`src/design/cdq_pkg.sv`:
```
// cdq_pkg: shared types and constants for the circular deque.
// Request and status codes, the classified command word, back-end states.
// No dependencies.
`timescale 1ns / 1ps

package cdq_pkg;

  localparam int WORD_W = 32;
  localparam int REQ_W  = 2;
  localparam int STAT_W = 2;
  localparam int OCC_W  = 5;

  typedef enum logic [REQ_W-1:0] {
    REQ_INS_LEFT  = 2'd0,
    REQ_INS_RIGHT = 2'd1,
    REQ_REM_LEFT  = 2'd2,
    REQ_REM_RIGHT = 2'd3
  } req_t;

  typedef enum logic [STAT_W-1:0] {
    ST_DONE  = 2'd0,
    ST_OVER  = 2'd1,
    ST_UNDER = 2'd2
  } status_t;

  typedef struct packed {
    logic                     insert;
    logic                     at_left;
    logic signed [WORD_W-1:0] value;
  } cmd_t;

  typedef enum logic {
    B_IDLE,
    B_READ
  } b_state_t;

endpackage

```
`src/design/cdq_front.sv`:
```
// cdq_front: accepts request words, classifies them into commands and
// holds them in a two-entry queue for the back end.
// Depends on cdq_pkg.
`timescale 1ns / 1ps

module cdq_front
  import cdq_pkg::*;
(
  input  logic                     clk,
  input  logic                     rst_n,
  input  logic                     in_valid,
  output logic                     in_stall,
  input  logic [REQ_W-1:0]         in_req_type,
  input  logic signed [WORD_W-1:0] in_value,
  output logic                     q_valid,
  output cmd_t                     q_cmd,
  input  logic                     q_pop
);

  cmd_t       entries_r [2];
  logic       wr_r, wr_nxt;
  logic       rd_r, rd_nxt;
  logic [1:0] cnt_r, cnt_nxt;
  logic       push;
  cmd_t       cmd_in;

  always_comb begin
    cmd_in.value = in_value;
    case (req_t'(in_req_type))
      REQ_INS_LEFT: begin
        cmd_in.insert  = 1'b1;
        cmd_in.at_left = 1'b1;
      end
      REQ_INS_RIGHT: begin
        cmd_in.insert  = 1'b1;
        cmd_in.at_left = 1'b0;
      end
      REQ_REM_LEFT: begin
        cmd_in.insert  = 1'b0;
        cmd_in.at_left = 1'b1;
      end
      default: begin
        cmd_in.insert  = 1'b0;
        cmd_in.at_left = 1'b0;
      end
    endcase
  end

  assign in_stall = (cnt_r == 2'd2);
  assign push     = in_valid && !in_stall;
  assign q_valid  = (cnt_r != 2'd0);
  assign q_cmd    = entries_r[rd_r];

  always_comb begin
    wr_nxt  = push ? ~wr_r : wr_r;
    rd_nxt  = q_pop ? ~rd_r : rd_r;
    cnt_nxt = cnt_r + {1'b0, push} - {1'b0, q_pop};
  end

  always_ff @(posedge clk) begin
    if (!rst_n) begin
      wr_r  <= 1'b0;
      rd_r  <= 1'b0;
      cnt_r <= 2'd0;
    end else begin
      wr_r  <= wr_nxt;
      rd_r  <= rd_nxt;
      cnt_r <= cnt_nxt;
    end
  end

  always_ff @(posedge clk) begin
    if (push) begin
      entries_r[wr_r] <= cmd_in;
    end
  end

`ifndef SYNTHESIS
  a_cnt_range: assert property (@(posedge clk) disable iff (!rst_n)
    cnt_r != 2'd3)
    else $error("front queue count out of range");

  a_pop_nonempty: assert property (@(posedge clk) disable iff (!rst_n)
    q_pop |-> cnt_r != 2'd0)
    else $error("pop from empty front queue");

  a_push_fill: assert property (@(posedge clk) disable iff (!rst_n)
    (push && !q_pop) |=> cnt_r == $past(cnt_r) + 2'd1)
    else $error("front queue lost a word");
`endif

endmodule

```
`src/design/cdq_back.sv`:
```
// cdq_back: executes deque commands against the circular store, keeps the
// end pointers and the fill count, and drives the registered result.
// Depends on cdq_pkg.
`timescale 1ns / 1ps

module cdq_back
  import cdq_pkg::*;
#(
  parameter int DEPTH = 16
) (
  input  logic                     clk,
  input  logic                     rst_n,
  input  logic                     q_valid,
  input  cmd_t                     q_cmd,
  output logic                     q_pop,
  output logic                     out_valid,
  input  logic                     out_stall,
  output logic [STAT_W-1:0]        out_status,
  output logic signed [WORD_W-1:0] out_removed,
  output logic [OCC_W-1:0]         out_occupancy
);

  localparam int PW  = $clog2(DEPTH);
  localparam int CW0 = $clog2(DEPTH + 1);
  localparam int CW  = (CW0 > OCC_W) ? CW0 : OCC_W;
  localparam logic [PW-1:0] LAST     = PW'(DEPTH - 1);
  localparam logic [CW-1:0] FULL_CNT = CW'(DEPTH);

  logic signed [WORD_W-1:0] mem [DEPTH];
  logic signed [WORD_W-1:0] rd_data_r;

  b_state_t                 state_r, state_nxt;
  logic [PW-1:0]            left_r, left_nxt;
  logic [PW-1:0]            right_r, right_nxt;
  logic [CW-1:0]            count_r, count_nxt;
  logic                     out_valid_r, out_valid_nxt;
  status_t                  status_r, status_nxt;
  logic signed [WORD_W-1:0] removed_r, removed_nxt;
  logic [OCC_W-1:0]         occ_r, occ_nxt;

  logic                     out_free;
  logic                     we, re;
  logic [PW-1:0]            waddr, raddr;
  logic [PW-1:0]            left_inc, left_dec, right_inc, right_dec;

  assign out_free  = !out_valid_r || !out_stall;
  assign left_inc  = (left_r == LAST) ? '0 : left_r + PW'(1);
  assign left_dec  = (left_r == '0) ? LAST : left_r - PW'(1);
  assign right_inc = (right_r == LAST) ? '0 : right_r + PW'(1);
  assign right_dec = (right_r == '0) ? LAST : right_r - PW'(1);

  always_comb begin
    state_nxt     = state_r;
    left_nxt      = left_r;
    right_nxt     = right_r;
    count_nxt     = count_r;
    out_valid_nxt = out_valid_r && out_stall;
    status_nxt    = status_r;
    removed_nxt   = removed_r;
    occ_nxt       = occ_r;
    q_pop         = 1'b0;
    we            = 1'b0;
    re            = 1'b0;
    waddr         = '0;
    raddr         = left_r;
    case (state_r)
      B_IDLE: begin
        if (q_valid && out_free) begin
          q_pop = 1'b1;
          if (q_cmd.insert) begin
            out_valid_nxt = 1'b1;
            removed_nxt   = '0;
            if (count_r == FULL_CNT) begin
              status_nxt = ST_OVER;
              occ_nxt    = count_r[OCC_W-1:0];
            end else begin
              we = 1'b1;
              if (count_r == '0) begin
                left_nxt  = '0;
                right_nxt = '0;
                waddr     = '0;
              end else if (q_cmd.at_left) begin
                left_nxt = left_dec;
                waddr    = left_dec;
              end else begin
                right_nxt = right_inc;
                waddr     = right_inc;
              end
              count_nxt  = count_r + CW'(1);
              status_nxt = ST_DONE;
              occ_nxt    = count_nxt[OCC_W-1:0];
            end
          end else if (count_r == '0) begin
            out_valid_nxt = 1'b1;
            status_nxt    = ST_UNDER;
            removed_nxt   = '0;
            occ_nxt       = '0;
          end else begin
            re    = 1'b1;
            raddr = q_cmd.at_left ? left_r : right_r;
            if (left_r == right_r) begin
              left_nxt  = '0;
              right_nxt = '0;
            end else if (q_cmd.at_left) begin
              left_nxt = left_inc;
            end else begin
              right_nxt = right_dec;
            end
            count_nxt = count_r - CW'(1);
            state_nxt = B_READ;
          end
        end
      end
      B_READ: begin
        if (out_free) begin
          out_valid_nxt = 1'b1;
          status_nxt    = ST_DONE;
          removed_nxt   = rd_data_r;
          occ_nxt       = count_r[OCC_W-1:0];
          state_nxt     = B_IDLE;
        end
      end
      default: begin
        state_nxt = B_IDLE;
      end
    endcase
  end

  always_ff @(posedge clk) begin
    if (!rst_n) begin
      state_r     <= B_IDLE;
      left_r      <= '0;
      right_r     <= '0;
      count_r     <= '0;
      out_valid_r <= 1'b0;
    end else begin
      state_r     <= state_nxt;
      left_r      <= left_nxt;
      right_r     <= right_nxt;
      count_r     <= count_nxt;
      out_valid_r <= out_valid_nxt;
    end
  end

  always_ff @(posedge clk) begin
    status_r  <= status_nxt;
    removed_r <= removed_nxt;
    occ_r     <= occ_nxt;
  end

  always_ff @(posedge clk) begin
    if (we) begin
      mem[waddr] <= q_cmd.value;
    end
    if (re) begin
      rd_data_r <= mem[raddr];
    end
  end

  assign out_valid     = out_valid_r;
  assign out_status    = status_r;
  assign out_removed   = removed_r;
  assign out_occupancy = occ_r;

`ifndef SYNTHESIS
  a_count_range: assert property (@(posedge clk) disable iff (!rst_n)
    count_r <= FULL_CNT)
    else $error("fill count above depth");

  a_empty_ptrs: assert property (@(posedge clk) disable iff (!rst_n)
    (count_r == '0) |-> (left_r == '0 && right_r == '0))
    else $error("pointers not home while empty");

  a_no_pop_in_read: assert property (@(posedge clk) disable iff (!rst_n)
    (state_r == B_READ) |-> !q_pop)
    else $error("command taken during pending read");

  a_read_follows: assert property (@(posedge clk) disable iff (!rst_n)
    re |=> (state_r == B_READ && !we))
    else $error("removal did not wait for read data");

  a_result_held: assert property (@(posedge clk) disable iff (!rst_n)
    (out_valid_r && out_stall) |=> (out_valid_r && $stable(removed_r)))
    else $error("stalled result changed");
`endif

endmodule

```
`src/design/circular_deque.sv`:
```
// Double-ended queue of signed 32-bit words in a circular store of DEPTH.
// Channels: request in (in_req_type, in_value) and result out (out_status,
// out_removed, out_occupancy), each with valid/stall; a word moves on an edge
// with valid high and stall low. Every request gives exactly one result.
// in_req_type: 0 insert left, 1 insert right, 2 remove left, 3 remove right.
// out_status: 0 done, 1 overflow (insert when full), 2 underflow (removal
// when empty); out_removed is zero unless a removal succeeded.
// Throughput: one insert per cycle while out_stall stays low; a removal waits
// in B_READ for the registered store read, and the back end takes no new
// command until the removed word has been passed to the result register.
// A two-word queue separates the request side from the executing side, so
// requests are still taken, up to its two words, while a result waits on out_stall.
// Reset (rst_n low, synchronous) empties the deque, the front queue and the
// pending result; the store contents are not cleared and no clearing pass is needed.
// Depends on cdq_pkg, cdq_front, cdq_back.
`timescale 1ns / 1ps

module circular_deque
  import cdq_pkg::*;
#(
  parameter int DEPTH = 16
) (
  input  logic                     clk,
  input  logic                     rst_n,
  input  logic                     in_valid,
  output logic                     in_stall,
  input  logic [REQ_W-1:0]         in_req_type,
  input  logic signed [WORD_W-1:0] in_value,
  output logic                     out_valid,
  input  logic                     out_stall,
  output logic [STAT_W-1:0]        out_status,
  output logic signed [WORD_W-1:0] out_removed,
  output logic [OCC_W-1:0]         out_occupancy
);

  logic q_valid;
  logic q_pop;
  cmd_t q_cmd;

  cdq_front u_front (
    .clk         (clk),
    .rst_n       (rst_n),
    .in_valid    (in_valid),
    .in_stall    (in_stall),
    .in_req_type (in_req_type),
    .in_value    (in_value),
    .q_valid     (q_valid),
    .q_cmd       (q_cmd),
    .q_pop       (q_pop)
  );

  cdq_back #(
    .DEPTH (DEPTH)
  ) u_back (
    .clk           (clk),
    .rst_n         (rst_n),
    .q_valid       (q_valid),
    .q_cmd         (q_cmd),
    .q_pop         (q_pop),
    .out_valid     (out_valid),
    .out_stall     (out_stall),
    .out_status    (out_status),
    .out_removed   (out_removed),
    .out_occupancy (out_occupancy)
  );

endmodule

```
`config.mk`:
```
export PLATFORM = sky130hd
export DESIGN_NAME = circular_deque
export DESIGN_NICKNAME = d
export VERILOG_FILES = /design/src/design/cdq_pkg.sv /design/src/design/cdq_front.sv /design/src/design/cdq_back.sv /design/src/design/circular_deque.sv
export SDC_FILE = /design/constraint.sdc
export NUM_CORES = 1
export LEC_CHECK = 0
export ABC_AREA = 1
export BUFFER_PORTS_ARGS = -buffer_cell sky130_fd_sc_hd__buf_2
export CAP_MARGIN = 5
export CORE_MARGIN = 3
export CORE_UTILIZATION = 55
export CTS_BUF_LIST = sky130_fd_sc_hd__clkbuf_16
export DETAILED_ROUTE_END_ITERATION = 8
export PLACE_DENSITY_LB_ADDON = 0.3
export SETUP_SLACK_MARGIN = 0.2
export SLEW_MARGIN = 20
export SYNTH_ARGS = -nofsm -noshare
export SYNTH_HDL_FRONTEND = slang
export SYNTH_SLANG_ARGS = --single-unit
```
`constraint.sdc`:
```
create_clock -name clk -period 6.2 [get_ports clk]
set_input_delay 0 -clock clk [delete_from_list [all_inputs] [get_ports clk]]
set_output_delay 0 -clock clk [all_outputs]
set_load 0.01 [all_outputs]
```
==> flow_summary_export.csv <==
group,metric,value,unit
floorplan,rows,83,
detailed_routing,antenna_left,0,
place,dp.cells,3397,
floorplan,die_area,55700,um^2
sta,relSlewSlack,20.9,%
critical_path,start_kind,"flip-flop",
grt,grt_pass1_wl,110,mm
floorplan,fp.dieW,236,um
place,place_congestion,0.880,
place,port_buffers,78,
sta,clock_skew,0.0173,ns
sta,min_period,4.38,ns
critical_path,critical_path_class,"flip-flop to flip-flop",
cells_and_area,drive_gt1_share,8.75,%
floorplan,fp.coreArea,51800,um^2
critical_path,cp_max_fo,158,
worst_hold_path,hold_path.class,"input pin to flip-flop",
sta,finalHoldViolations,0,
synthesis,syn-instance-count,2738,
floorplan,pin_count,79,
cells_and_area,antenna_cells,0,
detailed_routing,wl_per_cell,20.0,um
cells_and_area,n_fill_cell,3930,
clock_tree,cts_buffers,71,
synthesis,ys_ff_latch,671,
grt,overflow,0,
clock_tree,clk_pin_slew,0.06,ns
run_status,status,"completed",
detailed_routing,drt-initial-drc-count,2593,
cells_and_area,instances_no_fill,3560,
clock_tree,clockBufferDepth,3,
sta,slew_violations,0,
place,dp_hpwl,39.4,mm
critical_path,end_kind,"flip-flop",
sta,setup_viol,0,
synthesis,syn_area,29100,um^2
critical_path,required,6.56,ns
detailed_routing,drc,0,
synthesis,synth_seq_area_share,68.6,%
critical_path,worstPathArrival,4.74,ns
sta,rsz0062_at_grt,"false",
grt,grt_max_degree,159,
power,leakagePower,14.1,nW
clock_tree,cts_sinks,671,
synthesis,avgSynthCellArea,10.6,um^2
grt,grt_pass1_vias,19405,
floorplan,die_h,236,um
detailed_routing,viasPerCell,5.53,
grt,grt_use_total,25.5,%
clock_tree,clkLatencyLatePin,0.61,ns
sta,worst_pin_slew,1.19,ns
cells_and_area,final_cell_mix,"651 x edfxtp_1, 617 x nand3_1, 601 x inv_1",
detailed_routing,routed_wl,71.1,mm
sta,fin_tns_setup,0,ns
cells_and_area,layout_commonest_cell,"edfxtp_1",
clock_tree,cts_tree,"done",
cells_and_area,fin_nets,2873,
detailed_routing,dr.pass1.iters,6,
power,irDropWorstVdd,0.334,mV
synthesis,syn_nets,2785,
clock_tree,htreeDepth,3,
job,max_cap_viol_count,0,
grt,antenna_found_initial,1,
floorplan,start_util,56.1,%
clock_tree,cts-root-buf,"clkbuf_16",
sta,fin_crit_sh,70.7,%
detailed_routing,num_vias,19671,
power,powerDensity,470,nW/um^2
synthesis,ys_warn_count,0,
synthesis,synth_cell_types,34,
cells_and_area,syn2layout_area_growth,12.4,%
sta,fmax,0.228,GHz
## worst max-delay path, cell delays in order, from the launching register on
cell and delay [ns]:
dfxtp_1 0.32, buf_4 0.24, inv_4 0.33, nand2_1 0.14, nand2_2 0.16, nand2_2 0.10
inv_4 0.11, nand3_4 0.56, nand2_8 1.00, buf_4 0.51, nand2_1 0.12, nand3_1 0.10
nand3_1 0.10, nand3_1 0.12, nand2_1 0.09
## cell type report
type / instances / area (um^2) / area share, %
Multi-Input combinational cell: 1341 / 6380 / 19.5
Timing Repair Buffer: 150 / 1050 / 3.22
Sequential cell: 671 / 20000 / 61.0
Clock buffer: 76 / 1900 / 5.82
Tap cell: 680 / 851 / 2.60
Inverter: 591 / 2220 / 6.80
Clock inverter: 51 / 332 / 1.01
## through the flow
stage / worst slack (ns) / hold WS, ns / area [um^2] / util [%] / power (mW)
after floorplan: 2.86 / 0.0989 / 29100 / - / 9.70
after global placement: 2.00 / 0.187 / 30100 / 58.0 / 11.1
after detailed placement: 1.83 / 0.192 / 30100 / 58.1 / 11.3
after CTS: 1.83 / 0.0364 / 32700 / 63.1 / 15.3
after global routing: 1.52 / 0.0958 / 32700 / 63.1 / 16.1
final: 1.82 / 0.0535 / 32700 / 63.1 / 15.4
## logic make-up after synthesis
kind of cell	Yosys count	share of synthesized area [%]
muxes	1	0.0344
DFF	671	68.6
xor gates and xnor gates	12	0.361
buffers and inverters	726	10.2
AOI/OAI and AO/OA	62	1.16
adders and majority gates	9	0.387
and+or+nand+nor	1257	19.2
## where the power goes
part	switching [mW]	internal [mW]	total, mW
logic	3.62	1.22	4.84
clock network	1.69	2.37	4.06
registers	0.248	6.21	6.46
total	5.56	9.80	15.4
## worst paths after layout
| path | startpoint | slack [ns] | endpoint | cells after the start |
|---|---|---|---|---|
| max | flip-flop | 1.82 | u_back.rd_data_r[24] | 14 |
| min | in_valid | 0.05 | u_front.wr_r | 5 |
| max reg2reg | flip-flop | 1.82 | u_back.rd_data_r[24] | 14 |
| min reg2reg | u_front.rd_r | 0.48 | u_front.rd_r | 2 |
## cell usage after synthesis (all sizes together)
cell / count / share of area [%]
edfxtp: 651 / 67
nand3: 621 / 11
inv: 591 / 7.6
nand2: 583 / 7.7
buf: 95 / 2.1
nor2: 46 / 0.68
clkbuf: 40 / 0.52
o21ai: 35 / 0.64
dfxtp: 20 / 1.4
a21oi: 16 / 0.28
ha: 9 / 0.39
xnor2: 9 / 0.27
a31oi: 5 / 0.11
o22ai: 4 / 0.086
nor3: 3 / 0.052
xor2: 3 / 0.090
nand4: 2 / 0.043
or2: 2 / 0.043
mux2i: 1 / 0.034
o21a: 1 / 0.026
o31ai: 1 / 0.026
## registers in the layout (all words and copies together), names as in the netlist, named ones only
| register | cells |
|---|---|
| u_back.rd_data_r | 32 |
| u_back.out_status | 2 |
| u_back.state_r | 1 |
| u_back.out_removed | 32 |
| u_front.entries_r | 68 |
| u_back.right_r | 4 |
| u_back.out_valid | 1 |
| u_back.mem | 512 |
| u_back.count_r | 5 |
| u_front.rd_r | 1 |
| u_back.out_occupancy | 5 |
| u_back.left_r | 4 |
| u_front.wr_r | 1 |
| u_front.cnt_r | 2 |
## timing repair
item | 4_1_cts | 5_1_grt
hold endpoints to repair | 88 | 0
resized for setup | 0 | 0
hold buffers | 36 | 0
setup buffers | 0 | 0
## per-layer routing
layer	global-route usage (%)	part of all wire (%)
met5	0	0
met4	9.94	3.6
met2	41.1	47
met1	34.6	39
met3	4.99	10
No activity file was read; power rests on OpenSTA's default activity.
